==> src/sv/wf2d_pkg.sv <==
// Shared types, constants and helpers for the 2D waypoint follower.
// Used by wf2d_ctrl, wf2d_dp, waypoint_follower_2d and wf2d_chk.
package wf2d_pkg;

  localparam int unsigned QUEUE_DEPTH_DEF = 16;

  // fixed arithmetic widths (Q16.16 positions)
  localparam int unsigned POS_W      = 32;
  localparam int unsigned MAG_W      = 34;  // |dx|, |dy|, distance
  localparam int unsigned STEP_W     = 31;
  localparam int unsigned RATIO_W    = 30;
  localparam int unsigned RAD_W      = 68;  // sum of squares
  localparam int unsigned SQRT_STEPS = 34;
  localparam int unsigned DIV_STEPS  = 30;
  localparam int unsigned ITER_W     = 6;

  // port widths
  localparam int unsigned IN_DATA_W  = 80;
  localparam int unsigned IN_USER_W  = 3;
  localparam int unsigned OUT_DATA_W = 72;
  localparam int unsigned CFG_IDX_W  = 2;
  localparam int unsigned CFG_DATA_W = 32;

  // configuration register indexes
  localparam logic [CFG_IDX_W-1:0] REG_MOVE_SPEED  = 2'd0;
  localparam logic [CFG_IDX_W-1:0] REG_VIEW_WIDTH  = 2'd1;
  localparam logic [CFG_IDX_W-1:0] REG_VIEW_HEIGHT = 2'd2;

  typedef enum logic [2:0] {
    K_TICK       = 3'd0,
    K_PUSH_BACK  = 3'd1,
    K_PUSH_FRONT = 3'd2,
    K_REPLACE    = 3'd3,
    K_SET_POS    = 3'd4
  } kind_e;

  // datapath micro-operations
  typedef enum logic [3:0] {
    OP_NONE,
    OP_LATCH,
    OP_TARGET,
    OP_DIFF,
    OP_MUL_LO,
    OP_MUL_HI,
    OP_SQRT_STEP,
    OP_DECIDE,
    OP_DIV_STEP,
    OP_COMMIT
  } op_e;

  // which product the shared multiplier forms
  typedef enum logic [1:0] {
    MS_SQX,
    MS_SQY,
    MS_MVX,
    MS_MVY
  } msel_e;

  typedef enum logic [3:0] {
    ST_IDLE,
    ST_DECODE,
    ST_TARGET,
    ST_DIFF,
    ST_MUL_LO,
    ST_MUL_HI,
    ST_SQRT,
    ST_DECIDE,
    ST_DIV,
    ST_COMMIT
  } state_e;

  typedef struct packed {
    op_e   op;
    msel_e msel;
  } cmd_t;

  typedef struct packed {
    logic tick_go;   // tick with a target and nonzero speed
    logic far;       // distance exceeds step
    logic out_busy;  // result register full and not taken
  } stat_t;

  // clamp a wide signed value to the 32-bit signed range
  function automatic logic [POS_W-1:0] sat32(input logic signed [35:0] v);
    logic [POS_W-1:0] r;
    if (v > 36'sd2147483647) begin
      r = 32'h7FFF_FFFF;
    end else if (v < -36'sd2147483648) begin
      r = 32'h8000_0000;
    end else begin
      r = v[POS_W-1:0];
    end
    return r;
  endfunction

endpackage

==> src/sv/wf2d_ctrl.sv <==
// Sequencer for the waypoint follower: steps the datapath through decode,
// squares, square root, divide and commit. Depends on wf2d_pkg.
module wf2d_ctrl (
  input  logic            clk_i,
  input  logic            rst_ni,
  input  logic            in_valid_i,
  output logic            in_ready_o,
  input  wf2d_pkg::stat_t stat_i,
  output wf2d_pkg::cmd_t  cmd_o
);

  wf2d_pkg::state_e state_q, state_d;
  wf2d_pkg::msel_e  msel_q, msel_d;
  logic [wf2d_pkg::ITER_W-1:0] iter_q, iter_d;

  // state, product selector and iteration counter
  always_ff @(posedge clk_i or negedge rst_ni) begin
    if (!rst_ni) begin
      state_q <= wf2d_pkg::ST_IDLE;
      msel_q  <= wf2d_pkg::MS_SQX;
      iter_q  <= '0;
    end else begin
      state_q <= state_d;
      msel_q  <= msel_d;
      iter_q  <= iter_d;
    end
  end

  // next state and commands
  always_comb begin
    state_d    = state_q;
    msel_d     = msel_q;
    iter_d     = iter_q;
    in_ready_o = 1'b0;
    cmd_o.op   = wf2d_pkg::OP_NONE;
    cmd_o.msel = msel_q;
    unique case (state_q)
      wf2d_pkg::ST_IDLE: begin
        in_ready_o = 1'b1;
        if (in_valid_i) begin
          cmd_o.op = wf2d_pkg::OP_LATCH;
          state_d  = wf2d_pkg::ST_DECODE;
        end
      end
      wf2d_pkg::ST_DECODE: begin
        if (stat_i.tick_go) begin
          state_d = wf2d_pkg::ST_TARGET;
        end else if (!stat_i.out_busy) begin
          cmd_o.op = wf2d_pkg::OP_COMMIT;
          state_d  = wf2d_pkg::ST_IDLE;
        end
      end
      wf2d_pkg::ST_TARGET: begin
        cmd_o.op = wf2d_pkg::OP_TARGET;
        state_d  = wf2d_pkg::ST_DIFF;
      end
      wf2d_pkg::ST_DIFF: begin
        cmd_o.op = wf2d_pkg::OP_DIFF;
        msel_d   = wf2d_pkg::MS_SQX;
        state_d  = wf2d_pkg::ST_MUL_LO;
      end
      wf2d_pkg::ST_MUL_LO: begin
        cmd_o.op = wf2d_pkg::OP_MUL_LO;
        state_d  = wf2d_pkg::ST_MUL_HI;
      end
      wf2d_pkg::ST_MUL_HI: begin
        cmd_o.op = wf2d_pkg::OP_MUL_HI;
        unique case (msel_q)
          wf2d_pkg::MS_SQX: begin
            msel_d  = wf2d_pkg::MS_SQY;
            state_d = wf2d_pkg::ST_MUL_LO;
          end
          wf2d_pkg::MS_SQY: begin
            iter_d  = '0;
            state_d = wf2d_pkg::ST_SQRT;
          end
          wf2d_pkg::MS_MVX: begin
            msel_d  = wf2d_pkg::MS_MVY;
            state_d = wf2d_pkg::ST_MUL_LO;
          end
          default: begin
            state_d = wf2d_pkg::ST_COMMIT;
          end
        endcase
      end
      wf2d_pkg::ST_SQRT: begin
        cmd_o.op = wf2d_pkg::OP_SQRT_STEP;
        iter_d   = iter_q + 1'b1;
        if (iter_q == wf2d_pkg::ITER_W'(wf2d_pkg::SQRT_STEPS - 1)) begin
          state_d = wf2d_pkg::ST_DECIDE;
        end
      end
      wf2d_pkg::ST_DECIDE: begin
        cmd_o.op = wf2d_pkg::OP_DECIDE;
        iter_d   = '0;
        state_d  = stat_i.far ? wf2d_pkg::ST_DIV : wf2d_pkg::ST_COMMIT;
      end
      wf2d_pkg::ST_DIV: begin
        cmd_o.op = wf2d_pkg::OP_DIV_STEP;
        iter_d   = iter_q + 1'b1;
        if (iter_q == wf2d_pkg::ITER_W'(wf2d_pkg::DIV_STEPS - 1)) begin
          msel_d  = wf2d_pkg::MS_MVX;
          state_d = wf2d_pkg::ST_MUL_LO;
        end
      end
      wf2d_pkg::ST_COMMIT: begin
        if (!stat_i.out_busy) begin
          cmd_o.op = wf2d_pkg::OP_COMMIT;
          state_d  = wf2d_pkg::ST_IDLE;
        end
      end
      default: begin
        state_d = wf2d_pkg::ST_IDLE;
      end
    endcase
  end

endmodule

==> config.mk <==
export PLATFORM = sky130hd
export DESIGN_NAME = wf2d_ctrl
export DESIGN_NICKNAME = d
export VERILOG_FILES = /design/src/sv/wf2d_pkg.sv /design/src/sv/wf2d_ctrl.sv
export SDC_FILE = /design/constraint.sdc
export NUM_CORES = 1
export LEC_CHECK = 0
export BUFFER_PORTS_ARGS = -buffer_cell sky130_fd_sc_hd__clkbuf_2
export CORE_MARGIN = 2
export CORE_UTILIZATION = 49
export CTS_CLUSTER_DIAMETER = 100
export DETAILED_ROUTE_END_ITERATION = 10
export HOLD_SLACK_MARGIN = 0.15
export PLACE_DENSITY = 0.73
export SLEW_MARGIN = 25
export SYNTH_ARGS = -nofsm -noshare
export SYNTH_HDL_FRONTEND = slang
export SYNTH_SLANG_ARGS = --single-unit
==> constraint.sdc <==
create_clock -name clk_i -period 1.7 [get_ports clk_i]
set_input_delay 0.085 -clock clk_i [delete_from_list [all_inputs] [get_ports clk_i]]
set_output_delay 0.085 -clock clk_i [all_outputs]
set_load 0.02 [all_outputs]
==> impl_metrics.ini, run 1 <==
[timing]
fmax_mhz = 630
period_share = 0.934
fin_tns_setup_ps = 0
maxSlewHeadroom = 0.785
hold_violations = 0
setup_viol = 0
worst_pin_slew_ps = 319
rsz0062_at_grt = no
skew_ps = 4.85
maxSlewViolCount = 0
fin_crit_ps = 1590

[power]
leakage_uw = 0.000484
share_comb_of_total_power = 0.588
power.total_uw = 1520
vdd_drop_max_v = 0.000750
pwr-share-seq = 0.298
p_int_uw = 872
pwr-share-clk = 0.113
p_sw_frac = 0.425
p_switching_uw = 644
powerDensity_mw_per_mm2 = 1500

[min_path]
hold_depth = 3
hp-start = stat_i[0]
hp-class = input port to flop
hold_path_end = state_q[3]$_DFFE_PN0P_

[critical_path]
crit_path_end_kind = flop
critPathMaxFanout = 3
reg2regPathDepth = 6
r2r_slack_ps = 110
critPathLaunchType = flop
crit_type = flop to flop
rr_startpoint = iter_q[1]$_DFFE_PN0P_
rr_endpoint = state_q[2]$_DFFE_PN0P_
critPathArrivalTime_ps = 1780
cp.required_ps = 1890

[clocking]
h-tree-depth = 1
clock-root-buffer = clkbuf_4
cts_max_path_buffers = 2
cts_tree = built
cts_made_buffers = 3
cts_sinks = 12
clock_latency_ps = 280
clkTransAtPathRegs_ps = 70

[detailed_routing]
wirelength_mm = 1.74
drt_iter0_markers = 14
ant_nets = 0
wl_per_cell_um = 13.2
vias_per_cell = 5.91
dr.pass1.iters = 4
vias = 780
remaining_drc_errors = 0

[final_layout]
drive_above_1_share = 0.328
num-fill-cells = 132
fin_nets = 126
antenna_cells = 0
area_growth_pct = 22.4

[synth]
synth_cell_type_count = 41
yosysSeqAreaShare = 0.363
yosysMostFrequentCell = dfrtp_1
syn_area_um2 = 828
ys_warn_count = 0
synth_edf_count = 0
synth-seq-cells = 12
synthTopCellsByCount = dfrtp_1 (12), a21oi_1 (6), nand2_1 (6), nor2b_1 (6), o21ai_0 (5)
synth_nets = 101
synth_top_area_frac = 0.363
synth-main-ff-cell = dfrtp_1
synthArstFlopShare = 1.00
syn_avg_cell_area_um2 = 8.91
synth_top_cell_by_area = dfrtp_1
netlist_top_cells_area = dfrtp_1 (36%), nor2b_1 (4.5%), a21oi_1 (3.6%)
syn_inst = 93

[die]
fp.dieH_um = 45.1
rows = 14
dieArea_mm2 = 0.00204
ios = 13
fp.dieW_um = 45.1
start_util = 0.537
coreArea_mm2 = 0.00154

[placed_design]
numPortBuffers = 12
gp_congestion = 0.850
dpl.hpwl_mm = 1.32

[grt]
antenna_found_initial = 0
grt_pass1_wl_mm = 2.83
grt_pass1_vias = 674
gr-total-overflow = 0
grt_max_degree = 13
grt_usage = 0.198

[run_status]
status = finished clean

[job]
drv_cap = 0
[cells by family (layout without fill, tap and decap cells)]
group / after synthesis / in the layout / synth area share
AOI/OAI and AO/OA: 25 / 25 / 0.205
xor gates and xnor gates: 2 / 2 / 0.0212
adders and majority gates: 2 / 2 / 0.0302
buffers and inverters: 8 / 31 / 0.0483
DFF: 12 / 12 / 0.363
muxes: 3 / 3 / 0.0393
and+or+nand+nor: 41 / 41 / 0.293
[power by group through the flow]
stage	registers (uW)	logic, uW	clock network [uW]
2_1_floorplan	437	590	0
3_3_place_gp	468	747	0
3_5_place_dp	473	756	0
4_1_cts	464	790	175
5_1_grt	462	991	189
6_report	452	892	172
[critical path, stage by stage, from the launching register on]
cell and delay (ps):
dfrtp_1 370, inv_1 60, ha_2 170, nand2_2 60
or3_4 340, a221o_1 340, a31oi_1 170
[stage by stage]
| step | utilization | cells | hold WS (ps) | worst slack, ps | instance area (um^2) |
|---|---|---|---|---|---|
| finish | 0.657 | 132 | 156 | 113 | 1010 |
| global route | 0.657 | 132 | 173 | 2.17 | 1010 |
| CTS | 0.627 | 126 | 165 | 36.5 | 966 |
| detailed placement | 0.598 | 121 | -14.7 | 17.2 | 922 |
| global placement | 0.598 | 121 | -21.0 | 94.1 | 922 |
| floorplan | - | 93 | -211 | 78.4 | 833 |
[worst max path at each step]
stage,from,end,depth (start not counted)
after global placement,iter_q[1]$_DFFE_PN0P_,state_q[0]$_DFFE_PN0P_,6
after floorplan,state_q[2]$_DFFE_PN0P_,cmd_o[2],5
final,iter_q[1]$_DFFE_PN0P_,state_q[2]$_DFFE_PN0P_,6
after CTS,iter_q[0]$_DFFE_PN0P_,state_q[2]$_DFFE_PN0P_,5
after detailed placement,iter_q[1]$_DFFE_PN0P_,state_q[2]$_DFFE_PN0P_,6
after global routing,state_q[3]$_DFFE_PN0P_,cmd_o[2],5
[state kept, by name, summed over array words and instances (netlist names)]
register and count:
msel_q 2, state_q 4, iter_q 6
[layout make-up]
type / instances / area [um^2] / area share
inverter: 3 / 11.3 / 0.0111
clock buffer: 3 / 22.5 / 0.0222
multi-input combinational: 73 / 498 / 0.491
sequential: 12 / 302 / 0.298
timing repair buffer: 25 / 160 / 0.158
tap: 16 / 20.0 / 0.0198
[cell usage in the layout (no fill, tap or decap), drive strengths merged, types with 3 or more instances in the layout]
cell type / netlist / layout
inv: 3 / 3
dfrtp: 12 / 12
o21ai: 5 / 5
nand3: 3 / 3
nor2b: 6 / 6
nor3: 5 / 5
nor2: 3 / 3
nor3b: 3 / 3
or3: 3 / 3
clkbuf: 3 / 15
nand2: 8 / 8
buf: 2 / 12
a21oi: 6 / 6
[repair_timing]
item                       CTS  global route
pin swaps                    0             2
hold endpoints to repair    12             0
gates resized for setup      2             1
setup endpoints to repair    2             3
hold buffers                 1             0
buffers inserted             1             6
[metal layers]
layer / part of all wire / vias to the layer above / track usage
met5: 0 / - / 0
met3: 0.046 / 4 / 0.0680
met1: 0.47 / 373 / 0.260
li1: - / 390 / -
met2: 0.45 / 13 / 0.283
met4: 0.033 / 0 / 0.112
(Power assumes the default switching activity.)
==> run 2, diff against run 1 <==
Settings changed: CAP_MARGIN set to 15, CORE_UTILIZATION 49 to 54, PLACE_DENSITY 0.73 to 0.77.
Clock period 1.7 ns to 1.6 ns, I/O delays scaled along.
==> run 2 against run 1 <==
  * The run now ends with negative setup slack left
  * Final cell count decreased by 0.76%
  * First-iteration DRC count decreased by 21%
  * Count of clock-buffer cells in the layout unchanged
  * Total power increased by 5.2%
  * Largest cell class unchanged
  * Largest power group unchanged
==> impl_metrics.ini, run 2 (same netlist as run 1, synthesis figures left out) <==
[die]
ios = 13
start_util = 0.563
fp.dieH_um = 43.2
dieArea_mm2 = 0.00186
fp.dieW_um = 43.2
coreArea_mm2 = 0.00147
rows = 14

[grt]
grt_pass1_vias = 701
grt_usage = 0.217
antenna_found_initial = 0
grt_max_degree = 13
grt_pass1_wl_mm = 2.98
gr-total-overflow = 0

[final_layout]
largest_reg_flops = 6
area_growth_pct = 22.8
num-fill-cells = 130
top_register = iter_q
utilization = 0.691
drive_above_1_share = 0.330
layout_common_cells = buf_4 (12), clkbuf_2 (11), dfrtp_1 (11), a21oi_1 (6), nand2_1 (6)
fin_area_mm2 = 0.00102
antenna_cells = 0
final_common_cell = buf_4
fin_nets = 125
reg.largest.list = iter_q x6, state_q x4, msel_q x2

[min_path]
hp-start = stat_i[0]
hold_depth = 3
hold_path_end = state_q[3]$_DFFE_PN0P_
hp-class = input port to flop

[critical_path]
critPathLaunchType = flop
rr_endpoint = state_q[0]$_DFFE_PN0P_
crit_chain = inv_1 > ha_2 > nand2_2 > or3_4 > a221o_1 > nor3_2
cp.required_ps = 1790
max_stage_delay_ps = 390
crit_path_end_kind = flop
critPathArrivalTime_ps = 1800
r2r_slack_ps = -8
reg2regPathDepth = 6
crit_family = simple AND/OR/NAND/NOR gates
path_buf_inv = 1
critPathMaxFanout = 3
rr_startpoint = iter_q[1]$_DFFE_PN0P_
crit_type = flop to flop
cp_slowest_cell = dfrtp_1

[placed_design]
dpl.hpwl_mm = 1.36
numPortBuffers = 12
place_area_um2 = 966
gp_congestion = 0.874

[job]
drv_cap = 0

[clocking]
cts_sinks = 12
clkTransAtPathRegs_ps = 70
cts_tree = built
cts_max_path_buffers = 2
clock-root-buffer = clkbuf_4
h-tree-depth = 1
clock_latency_ps = 270
cts_made_buffers = 3

[timing]
fin_crit_ps = 1610
setup_ws_ps = -8.20
hold_violations = 0
worst_pin_slew_ps = 314
rsz0062_at_grt = yes
maxSlewViolCount = 0
maxSlewHeadroom = 0.789
skew_ps = 2.42
setup_viol = 1
fmax_mhz = 622
period_share = 1.01

[detailed_routing]
ant_nets = 0
dr.pass1.iters = 4
vias_per_cell = 5.82
wirelength_mm = 1.79
vias = 762
drt_iter0_markers = 11
remaining_drc_errors = 0
wl_per_cell_um = 13.6

[power]
powerDensity_mw_per_mm2 = 1570
leakage_uw = 0.000482
power.total_uw = 1590
vdd_drop_max_v = 0.000891

[run_status]
status = finished, violations left
violations = negative setup slack
run 2: cell count changes in the layout (fill, tap and decap cells not counted), sizes merged:
cell / delta
clkbuf: -1
run 2: layout make-up:
cell class | count | area (um^2) | share of cell area
clock buffers | 3 | 22.5 | 0.0221
inverters | 3 | 11.3 | 0.0111
multi-input cells | 73 | 507 | 0.498
flip-flops and latches | 12 | 302 | 0.296
well taps | 16 | 20.0 | 0.0197
repair buffers | 24 | 155 | 0.153
run 2: power breakdown:
part / total [uW] / internal (uW) / switching [uW]
clock: 184 / 87.0 / 97.1
sequential: 481 / 383 / 97.2
combinational: 930 / 435 / 495
run 2: through the flow:
stage	setup WS, ps	TNS [ps]	instances	hold slack [ps]
floorplan	21.8	0	93	-216
CTS	2.28	0	130	155
global route	-67.2	-133	131	177
detailed placement	-5.97	-5.97	126	-16.5
global placement	40.6	0	126	-18.9
finish	-8.20	-8.20	131	164
run 2: repair_timing:
action | 4_1_cts | 5_1_grt
endpoints found under the setup margin | 4 | 4
buffers inserted | 0 | 1
endpoints found under the hold margin | 12 | 0
gates resized for setup | 2 | 4
pin swaps | 1 | 4
hold buffers | 1 | 0
run 2: worst reg2reg max path, cell delays in order, from the launching register on:
cell and delay, ps:
dfrtp_1 390, inv_1 60, ha_2 170, nand2_2 50, or3_4 330, a221o_1 360
nor3_2 170
run 2: routing by layer:
layer,GRT usage,wire length (um)
met5,0,0
met4,0.0909,14
met3,0.0298,48
met2,0.352,907
met1,0.288,813
run 2: worst max path at each step:
stage / startpoint / end / slack [ps] / depth (start not counted)
after global placement: iter_q[1]$_DFFE_PN0P_ / state_q[0]$_DFFE_PN0P_ / 40 / 6
after floorplan: iter_q[1]$_DFFE_PN0P_ / state_q[0]$_DFFE_PN0P_ / 20 / 6
after detailed placement: iter_q[1]$_DFFE_PN0P_ / state_q[0]$_DFFE_PN0P_ / -6 / 6
after CTS: state_q[3]$_DFFE_PN0P_ / cmd_o[2] / 2 / 5
after global routing: iter_q[1]$_DFFE_PN0P_ / state_q[0]$_DFFE_PN0P_ / -70 / 6
final: iter_q[1]$_DFFE_PN0P_ / state_q[0]$_DFFE_PN0P_ / -8 / 6
==> run 3, diff against run 2 <==
Settings changed: CORE_UTILIZATION 54 to 45, PLACE_DENSITY 0.77 to 0.66.
==> run 3 against run 2 <==
  * The run still ends with negative setup slack left
  * Sequential cell count did not move
  * Count of clock-buffer cells in the layout did not move
  * Worst hold slack improved by 14 ps
  * First-iteration DRC count did not move
  * Die area rose by 18%
  * Clock power barely moved
  * Clock skew fell by 1.1 ps
  * Critical path type unchanged
  * Highest routed layer unchanged
==> impl_metrics.ini, run 3 (same netlist as run 1, synthesis figures left out) <==
[grt]
gr-total-overflow = 0
grt_max_degree = 13
busiest_layer = met2
grt_pass1_vias = 726
grt_use_met2 = 0.353
grtUsageMet3 = 0.0269
use_met1 = 0.239
grt_usage = 0.199
antenna_found_initial = 0
grt_pass1_wl_mm = 3.02

[final_layout]
finalNonFillerCells = 143
area_growth_pct = 30.2
fin_nets = 128
antenna_cells = 0
final_common_cell = buf_4
fin_area_mm2 = 0.00108
reg.largest.list = iter_q x6, state_q x4, msel_q x2
top_register = iter_q
layout_common_cells = buf_4 (14), clkbuf_2 (11), dfrtp_1 (10), a21oi_1 (6), nand2_1 (6)
largest_reg_flops = 6
drive_above_1_share = 0.407

[critical_path]
critPathLaunchType = flop
rr_endpoint = state_q[0]$_DFFE_PN0P_
reg2regPathDepth = 6
crit_path_end_kind = flop
r2r_slack_ps = -20
critPathMaxFanout = 3
rr_startpoint = iter_q[1]$_DFFE_PN0P_
cp.required_ps = 1790
crit_chain = inv_1 > ha_2 > nand2_2 > or3_4 > a221o_1 > nor3_2
max_stage_delay_ps = 390
cp_slowest_cell = dfrtp_1
critPathLaunch = iter_q[1]$_DFFE_PN0P_
critPathArrivalTime_ps = 1810
crit_type = flop to flop

[clocking]
cts_tree = built
cts_sinks = 12
clock_latency_ps = 270
cts_max_path_buffers = 2
h-tree-depth = 1
cts_made_buffers = 3
clock-root-buffer = clkbuf_4
clkTransAtPathRegs_ps = 70

[die]
fp.dieH_um = 46.9
ios = 13
start_util = 0.480
rows = 15
fp.dieW_um = 46.9
dieArea_mm2 = 0.00220
coreArea_mm2 = 0.00173

[detailed_routing]
dr.pass1.iters = 4
vias = 796
remaining_drc_errors = 0
drt_iter0_markers = 11
wirelength_mm = 1.99
wl_per_cell_um = 13.9
ant_nets = 0
vias_per_cell = 5.57

[min_path]
hold_path_end = state_q[3]$_DFFE_PN0P_
hp-start = stat_i[0]
hold_depth = 3
hp-class = input port to flop

[timing]
maxSlewHeadroom = 0.783
setup_ws_ps = -16.9
maxSlewViolCount = 0
rsz0062_at_grt = yes
fin_crit_ps = 1620
fmax_mhz = 618
skew_ps = 1.34
setup_viol = 1
period_share = 1.01
whs_ps = 177
hold_violations = 0
worst_pin_slew_ps = 325

[placed_design]
gp_congestion = 0.882
dp_slack_ps = -29.6
dpl.hpwl_mm = 1.45
place_inst = 134
place_area_um2 = 970
numPortBuffers = 12

[power]
power.total_uw = 1690
leakage_uw = 0.000500
powerDensity_mw_per_mm2 = 1560
vdd_drop_max_v = 0.000905

[run_status]
status = finished, violations left
violations = negative setup slack

[job]
drv_cap = 0
-- run 3: metrics by stage --
stage,TNS (ps),utilization
3_5_place_dp,-29.6,0.562
3_3_place_gp,0,0.562
5_1_grt,-123,0.625
6_report,-16.9,0.625
2_1_floorplan,0,-
4_1_cts,-0.777,0.597
-- run 3: timing repair --
item                       CTS  global route
hold endpoints to repair    12             0
pin swaps                    4             3
hold buffers                 1             0
setup buffers                3             2
gates resized for setup      3            10
setup endpoints to repair    4             9
-- run 3: critical path: cells and delay by family (launching register included) --
kind | cells | cell delay, ps
AND/OR/NAND/NOR | 3 | 550
flip-flops | 1 | 390
AO/OA/AOI/OAI | 1 | 360
buffers and inverters | 1 | 60
adder cells (fa/ha/maj) | 1 | 170
-- run 3: final cells by class --
cell class / instances / area, um^2
repair buffers: 27 / 175
inverters: 3 / 11.3
fillers: 175 / 648
multi-input cells: 73 / 536
flip-flops and latches: 12 / 303
well taps: 25 / 31.3
clock buffers: 3 / 22.5
-- run 3: how the worst max path moves through the flow --
stage                     cells past startpoint                      to
after floorplan                               6  state_q[0]$_DFFE_PN0P_
after global placement                        6  state_q[0]$_DFFE_PN0P_
after detailed placement                      6  state_q[0]$_DFFE_PN0P_
after CTS                                     6  state_q[0]$_DFFE_PN0P_
after global routing                          6  state_q[0]$_DFFE_PN0P_
final                                         6  state_q[0]$_DFFE_PN0P_
-- run 3: power by group --
group / internal, uW / switching [uW] / total (uW) / leakage, uW
clock network: 87.0 / 99.2 / 186 / 0.0000138
registers: 386 / 105 / 491 / 0.000158
logic: 481 / 527 / 1010 / 0.000328
total: 955 / 731 / 1690 / 0.000500
-- run 3: layer usage --
layer,vias to the layer above,share of wire
li1,398,-
met1,378,0.45
met2,18,0.51
met3,2,0.033
met4,0,0.0060
met5,-,0
